$ cat config.mk
export PLATFORM = sky130hd
export DESIGN_NAME = cst_ram
export DESIGN_NICKNAME = d
export VERILOG_FILES = /design/src/design/cst_ram.sv
export SDC_FILE = /design/constraint.sdc
export NUM_CORES = 1
export LEC_CHECK = 0
export BUFFER_PORTS_ARGS = -buffer_cell sky130_fd_sc_hd__buf_2
export CORE_ASPECT_RATIO = 1.1
export CORE_MARGIN = 2
export CORE_UTILIZATION = 40
export CTS_CLUSTER_SIZE = 12
export DETAILED_ROUTE_END_ITERATION = 7
export PLACE_DENSITY = 0.63
export SLEW_MARGIN = 20
export SYNTH_ARGS = -nofsm -noshare
export SYNTH_HDL_FRONTEND = slang
export SYNTH_SLANG_ARGS = --single-unit
$ cat constraint.sdc
create_clock -name i_clk -period 1.8 [get_ports i_clk]
set_clock_uncertainty 0.15 [all_clocks]
set_input_delay 0 -clock i_clk [delete_from_list [all_inputs] [get_ports i_clk]]
set_output_delay 0 -clock i_clk [all_outputs]
set_load 0.005 [all_outputs]
$ cat src/design/cst_ram.sv
// Generic single-port-write, single-port-read synchronous RAM with registered read data.
// No dependencies.
module cst_ram #(
    parameter int unsigned WIDTH = 8,
    parameter int unsigned DEPTH = 16
) (
    input  logic                     i_clk,
    input  logic                     i_we,
    input  logic [$clog2(DEPTH)-1:0] i_waddr,
    input  logic [WIDTH-1:0]         i_wdata,
    input  logic [$clog2(DEPTH)-1:0] i_raddr,
    output logic [WIDTH-1:0]         o_rdata
);

    logic [WIDTH-1:0] r_mem [DEPTH];
    logic [WIDTH-1:0] r_rdata;

    always_ff @(posedge i_clk) begin
        if (i_we) begin
            r_mem[i_waddr] <= i_wdata;
        end
        r_rdata <= r_mem[i_raddr];
    end

    assign o_rdata = r_rdata;

endmodule

# After elaboration in Yosys (flattened, before gate mapping)
# Memories as Yosys holds them, arrays and structs flattened. A register that Yosys moved wholly into a read port is not among the register bits.
# Cells that the tools add are included.
[totals] regBits=0 ramBits=128 input_bits=18 word_cells=3 mem_count=1
[classes] n_mux=2
[mem_list] memory="r_mem" depth=16 width=8 rd=1 rd_ports_with_merged_regs=1 wr=1 line_no="15" text="logic [WIDTH-1:0] r_mem [DEPTH];"
[ops] operator="two-way mux 1 bit" count=2

# Depth between registers and ports, before layout
# Gate-level depths: netlist of the first run.
[depth] word_depth=2 depth_mapped=5 ltp_nobuf=3

# Least setup slack after synthesis of the first run
# OpenSTA, ideal clock, no wires.
[synth_path] path_type="input to register" start="input i_waddr[2]" end="memory r_mem[0][0] (enable)" setup_ns=0.383 arrival_ns=1.110 setup_slack_ns=0.157 path_stages=2 n_path_buf=0 path_cell_list="or3b_2 nor3_1"
[synth_rtl] item="start, declared" line_no="9" text="input logic [$clog2(DEPTH)-1:0] i_waddr,"
[synth_rtl] item="end, declared" line_no="15"
# Straight into the memory's write port.

# Worst setup path after layout of the first run
[layout_path] start="input i_waddr[1]" end="memory r_mem[0][7] (enable)"
# Straight into the memory's write port.

==> metrics.cfg, run 1 <==
[clocking]
cts_buffers=17
clock-root-buffer=sky130_fd_sc_hd__clkbuf_16
cts-root-to-sink-buffers=2
tritoncts_num_sinks=136
cts_tree=done
h-tree-depth=4
cts.repair_timing.setup_buffer_count=0
path_clk_slew_ps=60
clock_insertion_delay_worst_skew_ps=410

[worst_setup_path]
critical_path_arrival_ps=1640
crit_path_frequent_cell=sky130_fd_sc_hd__dlygate4sd3_1
ff_to_ff_path_depth=3
timing.critical_path.cells=dlygate4sd3_1 > buf_2 > nor3_1 > dlygate4sd3_1 > buf_4
worst-path-max-fanout=7
worst_path_required_time_ps=1770
worstSetupStartpoint=i_waddr[1]
crit_family=buffers and inverters
worst-path-buf-inv=4
launch_instance_of_the_worst_register_to_register_path=r_mem[2][0]
regToRegSetupSlack_ps=260
critical_path_startpoint_category=primary input
cp.depth=5
rr_endpoint=o_rdata[0]
cp-end-kind=flop
slowest_delay_ps=600
critPathKind=primary input to flop
crit_end=r_mem[0][7]
timing.critical_path.slowest_stage_cell=sky130_fd_sc_hd__dlygate4sd3_1

[drt]
detail_route.wirelength.met1_um=4250
via_per_inst=5.32
highest-signal-layer=met4
dr.pass1.iters=4
routed-wl-met3_um=612
final_antenna_net_count=0
routed_wirelength_um=9680
detailedRoute.firstIterationViolations=150
drc=0
route.detailed.wl_per_inst_um=20.4
dr_total_vias=2521
routed-wl-met2_um=4680

[placement]
postPlaceCellArea_um2=5640
gpl.final_weighted_congestion=0.778
dp_hpwl_um=6300
buffer_ports.inserted=25
placedCellCount=430

[synth]
yosys_most_used_dff=sky130_fd_sc_hd__edfxtp_1
warnings_from_yosys=0
synthesis.instances=229
synth_sequential_area_ratio_pct=77.8
netlist_area_pre_place_um2=5150
synth_cell_type_count=19
syn_area_per_cell_um2=22.5
postSynth.asyncResetShare_pct=0
synth_seq_cells=136
count_of_flip_flops_with_a_built_in_enable_after_synthesis=128
synth_nets=247
synth_top_area_share_pct=74.7
yosys-top-cells-area=sky130_fd_sc_hd__edfxtp_1 75%, sky130_fd_sc_hd__mux4_2 7.9%, sky130_fd_sc_hd__mux4_1 7.1%
post-synth-top-area-cell=sky130_fd_sc_hd__edfxtp_1

[sta]
timing.final.crit_period_ps=1670
period_share_pct=92.9
rsz0062_at_grt=no
timing_worst_slew_pin_value_ps=354
timing.max_slew.rel_slack_pct=76.4
report.final.setup_viol=0
report.final.slew_viol_count=0
final.setup.tns_ps=0
fmax_mhz=598
hold_viol=0
whs_ps=29.3

[floorplan]
row_count=43
effective_utilization_at_floorplan_pct=40.9
design.portCount=26
die_height_um=123
die_x_um=112
die_area_um2=13800
core_area_um2=12600

[global_routing]
antenna_violations_before_repair=0
grt_max_degree=33
grt_pass1_vias=2580
grt_util_all_layers_pct=15.1
global_route_wire_length_before_repair_um=14700
grt_overflow=0

[finish]
area_used_by_multi_input_combinational_logic_um2=1060
finalNonFillerCells=474
drive_above_1_share_pct=33.1
fillers=1002
nets=322
final_cell_area_um2=6370
antennaDiodeCount=0
flow.area_growth_from_synthesis_pct=23.7
regArea_um2=4000

[power]
powerDensity_nw_per_um2=1160
p_leak_nw=2.21
irDropWorstVdd_uv=542
total_power_mw=7.38

[flow_run]
cap_viol_max_count=0

[run_status]
run_status=finished clean

[worst_hold_path]
hp-class=primary input to flop

[registers in the layout (all words and copies together) (netlist names)]
name and cells:
o_rdata 8, r_mem 128
[tightest hold or removal path, stage by stage]
cell	delay, ps
sky130_fd_sc_hd__buf_2	120
sky130_fd_sc_hd__nor2b_1	180
sky130_fd_sc_hd__a22oi_1	170
sky130_fd_sc_hd__nand2_1	60
[cell type report]
| cell class | count | share of cell area (%) |
|---|---|---|
| flip-flops and latches | 136 | 62.9 |
| multi-input cells | 83 | 16.6 |
| repair buffers | 66 | 7.86 |
| clock buffers | 22 | 7.76 |
| well taps | 157 | 3.08 |
| clock inverters | 10 | 1.83 |
[cell usage after synthesis (2+ instances only)]
| library cell | number |
|---|---|
| sky130_fd_sc_hd__nor3_1 | 4 |
| sky130_fd_sc_hd__mux4_2 | 18 |
| sky130_fd_sc_hd__buf_2 | 3 |
| sky130_fd_sc_hd__a22oi_1 | 16 |
| sky130_fd_sc_hd__nand3b_1 | 2 |
| sky130_fd_sc_hd__clkdlybuf4s25_2 | 3 |
| sky130_fd_sc_hd__nand2_1 | 9 |
| sky130_fd_sc_hd__nand2b_1 | 2 |
| sky130_fd_sc_hd__buf_6 | 3 |
| sky130_fd_sc_hd__mux4_1 | 14 |
| sky130_fd_sc_hd__nor2_1 | 13 |
| sky130_fd_sc_hd__dfxtp_1 | 8 |
| sky130_fd_sc_hd__edfxtp_1 | 128 |
[logic make-up (layout without fill, tap and decap cells)]
logic type	count (synthesis)	count (layout)	share of synthesized area [%]
flip-flops	136	136	77.8
multiplexers	32	32	15.0
buffers and inverters	10	98	1.68
AO/OA/AOI/OAI	16	16	2.33
AND/OR/NAND/NOR	35	35	3.18
[how the worst min path moves through the flow]
stage / from / endpoint / slack (ps) / cells past startpoint
5_1_grt: i_raddr[3] / o_rdata[5] / 60 / 4
6_report: i_raddr[3] / o_rdata[7] / 30 / 4
3_3_place_gp: o_rdata[4] / o_rdata[4] / 230 / 1
4_1_cts: i_raddr[3] / o_rdata[7] / 20 / 4
3_5_place_dp: o_rdata[0] / o_rdata[0] / 230 / 1
2_1_floorplan: i_wdata[0] / r_mem[0][0] / -50 / 0
[metal layers]
metal  vias up  GRT usage, %
met5         -             0
met4         0          5.56
met3        11          4.41
met2        90          23.9
met1      1296          20.1
li1       1124             -
[repair_timing]
item | in CTS | in global routing
hold endpoints to repair | 147 | 0
resized for setup | 0 | 0
hold buffers | 12 | 0
[metrics by stage]
| stage | util, % | setup WS [ps] |
|---|---|---|
| final | 50.6 | 128 |
| after global routing | 50.6 | 57.2 |
| after CTS | 50.6 | 165 |
| after detailed placement | 44.8 | 188 |
| after global placement | 44.8 | 192 |
| after floorplan | - | 157 |
[layout by cell type (no fill, tap or decap), types with 3 or more instances in the layout]
cell type / count
sky130_fd_sc_hd__edfxtp_1: 128
sky130_fd_sc_hd__buf_4: 26
sky130_fd_sc_hd__buf_2: 25
sky130_fd_sc_hd__mux4_2: 18
sky130_fd_sc_hd__clkbuf_16: 17
sky130_fd_sc_hd__a22oi_1: 16
sky130_fd_sc_hd__mux4_1: 14
sky130_fd_sc_hd__nor2_1: 13
sky130_fd_sc_hd__dlygate4sd3_1: 12
sky130_fd_sc_hd__nand2_1: 9
sky130_fd_sc_hd__dfxtp_1: 8
sky130_fd_sc_hd__clkbuf_8: 5
sky130_fd_sc_hd__nor3_1: 4
sky130_fd_sc_hd__clkinv_2: 3
sky130_fd_sc_hd__buf_12: 3
[where the power goes]
| group | switching (mW) | total (mW) | internal, mW |
|---|---|---|---|
| clock | 1.24 | 3.47 | 2.22 |
| sequential | 0.0191 | 3.56 | 3.54 |
| combinational | 0.187 | 0.354 | 0.167 |
| total | 1.45 | 7.38 | 5.93 |
(Power assumes the default switching activity.)
==> inputs of run 2 (changes only) <==
==> constraint.sdc (replaced) <==
create_clock -name i_clk -period 1.61 [get_ports i_clk]
set_clock_uncertainty 0.15 [all_clocks]
set_input_delay 0 -clock i_clk [delete_from_list [all_inputs] [get_ports i_clk]]
set_output_delay 0 -clock i_clk [all_outputs]
set_load 0.005 [all_outputs]
==> run 2 against run 1 <==
First-iteration DRC count is 29% higher. Highest routed layer unchanged. Routed wire length is 3.8% higher. Worst setup slack worse by 65 ps. Register-to-register slack worse by 180 ps. Critical path type unchanged. Largest power group is now the clock network. Sequential share of layout area is 0.28 points lower.
==> metrics.cfg, run 2 (synthesis gave the netlist of run 1 again) <==
[placement]
buffer_ports.inserted=25  ; unchanged
post-place-ws_ps=-59.0  ; -247 ps
gpl.final_weighted_congestion=0.714  ; -8.2%
dp_hpwl_um=6360  ; +0.88%

[worst_hold_path]
hp-class=primary input to flop
hold_path.startpoint=i_raddr[2]

[drt]
routed_wirelength_um=10100  ; +3.8%
via_per_inst=5.33  ; +0.14%
final_antenna_net_count=0  ; unchanged
dr.pass1.iters=4  ; unchanged
dr_total_vias=2498  ; -0.91%
route.detailed.wl_per_inst_um=21.4  ; +4.9%
drc=0  ; unchanged
detailedRoute.firstIterationViolations=194  ; +29%

[finish]
mostFrequentLayoutCell=sky130_fd_sc_hd__edfxtp_1
final_core_utilization_pct=50.8  ; +0.23 points
nets=317  ; -1.6%
max_ffs_per_register=128  ; unchanged
antennaDiodeCount=0  ; unchanged
top_reg_by_flops=r_mem
drive_above_1_share_pct=31.4  ; -1.7 points
flow.area_growth_from_synthesis_pct=24.3
most-common-layout-cells=128 x sky130_fd_sc_hd__edfxtp_1, 25 x sky130_fd_sc_hd__buf_2, 20 x sky130_fd_sc_hd__buf_4, 18 x sky130_fd_sc_hd__mux4_2, 17 x sky130_fd_sc_hd__clkbuf_16

[clocking]
cts-root-to-sink-buffers=2  ; unchanged
cts_repair_resize_count=0  ; unchanged
clock-root-buffer=sky130_fd_sc_hd__clkbuf_16
cts.repair_timing.setup_buffer_count=0  ; unchanged
tritoncts_num_sinks=136  ; unchanged
path_clk_slew_ps=60  ; about the same
cts_buffers=17  ; unchanged
h-tree-depth=4  ; unchanged
cts_tree=done
clock_insertion_delay_worst_skew_ps=420  ; about the same
cts_hold_buf=12  ; unchanged

[global_routing]
grt.met3_usage_pct=4.07  ; -0.34 points
grt_util_met2_pct=24.7  ; +0.79 points
grt_util_all_layers_pct=15.7  ; +0.65 points
antenna_violations_before_repair=0  ; unchanged
most_used_routing_layer_in_global_routing=met2
grt_overflow=0  ; unchanged
grt_pass1_vias=2443  ; -5.3%
grt_max_degree=23  ; -30%
global_route_wire_length_before_repair_um=15200  ; +3.7%
use_met1_pct=20.7  ; +0.65 points

[worst_setup_path]
critPathKind=primary input to flop
launch_instance_of_the_worst_register_to_register_path=r_mem[2][5]
cp-end-kind=flop
worst-path-max-fanout=22  ; +15
critical_path_startpoint_category=primary input
worstSetupStartpoint=i_raddr[1]
critical_path_arrival_ps=1690  ; +50 ps
worst_path_required_time_ps=1750  ; -20 ps
regToRegSetupSlack_ps=80  ; -180 ps

[floorplan]
die_x_um=112  ; unchanged
die_height_um=123  ; unchanged
effective_utilization_at_floorplan_pct=40.9  ; unchanged
row_count=43  ; unchanged
design.portCount=26  ; unchanged
core_area_um2=12600  ; unchanged
die_area_um2=13800  ; unchanged

[sta]
final_worst_slack_ps=62.9  ; -64.8 ps
period_share_pct=96.1
fmax_mhz=646
hold_viol=0  ; unchanged
timing_worst_slew_pin_value_ps=390  ; +36.0 ps
timing.max_slew.rel_slack_pct=74.0  ; -2.4 points
report.final.setup_viol=0  ; unchanged
rsz0062_at_grt=no
report.final.slew_viol_count=0  ; unchanged
timing.final.crit_period_ps=1550

[flow_run]
cap_viol_max_count=0  ; unchanged

[power]
total_power_mw=8.67  ; +18%
irDropWorstVdd_uv=561  ; +3.6%
p_leak_nw=2.20  ; -0.42%
powerDensity_nw_per_um2=1360  ; +17%

[run_status]
run_status=finished clean

-- run 2: cell count changes in the layout (fill, tap and decap cells not counted), moves of 2 or more --
cell,previous run,this run
sky130_fd_sc_hd__buf_4,26,20
sky130_fd_sc_hd__bufinv_16,2,6
sky130_fd_sc_hd__clkbuf_8,5,0
sky130_fd_sc_hd__clkinv_1,0,2
-- run 2: routing by layer --
| metal | wire length (um) | up-vias |
|---|---|---|
| met1 | 4390 | 1291 |
| met3 | 551 | 15 |
| met5 | 0 | - |
| li1 | - | 1117 |
| met2 | 4920 | 75 |
| met4 | 184 | 0 |
-- run 2: worst max-delay path, stage by stage --
cell and delay, ps:
sky130_fd_sc_hd__dlygate4sd3_1 510, sky130_fd_sc_hd__buf_2 220, sky130_fd_sc_hd__buf_12 210, sky130_fd_sc_hd__mux4_2 310, sky130_fd_sc_hd__a22oi_1 320, sky130_fd_sc_hd__nand2_1 110
-- run 2: path summary, 6_finish.rpt --
path | end | cells past startpoint
worst max-delay path | o_rdata[4] | 6
worst max register to register | o_rdata[5] | 3
worst min register to register | o_rdata[5] | 3
worst min-delay path | o_rdata[2] | 5
-- run 2: per-stage QoR --
step	hold WS, ps	instances	instance area [um2]	setup TNS, ps
floorplan	-51.1	229	5150	0
global placement	229	425	5620	-54.5
detailed placement	235	425	5620	-59.0
CTS	2.66	469	6400	0
global route	32.8	469	6400	0
finish	18.6	469	6400	0
-- run 2: report_power, final --
part | switching [mW] | internal [mW]
clock | 1.40 | 2.89
sequential | 0.0245 | 3.96
combinational | 0.210 | 0.192
total | 1.63 | 7.04
-- run 2: final cells by class --
cell class                      count  area [um2]
Fill cell                        1004        6190
Tap cell                          157         196
Sequential cell                   136        4000
Timing Repair Buffer               61         475
Clock inverter                     14         230
Clock buffer                       18         429
Multi-Input combinational cell     83        1060
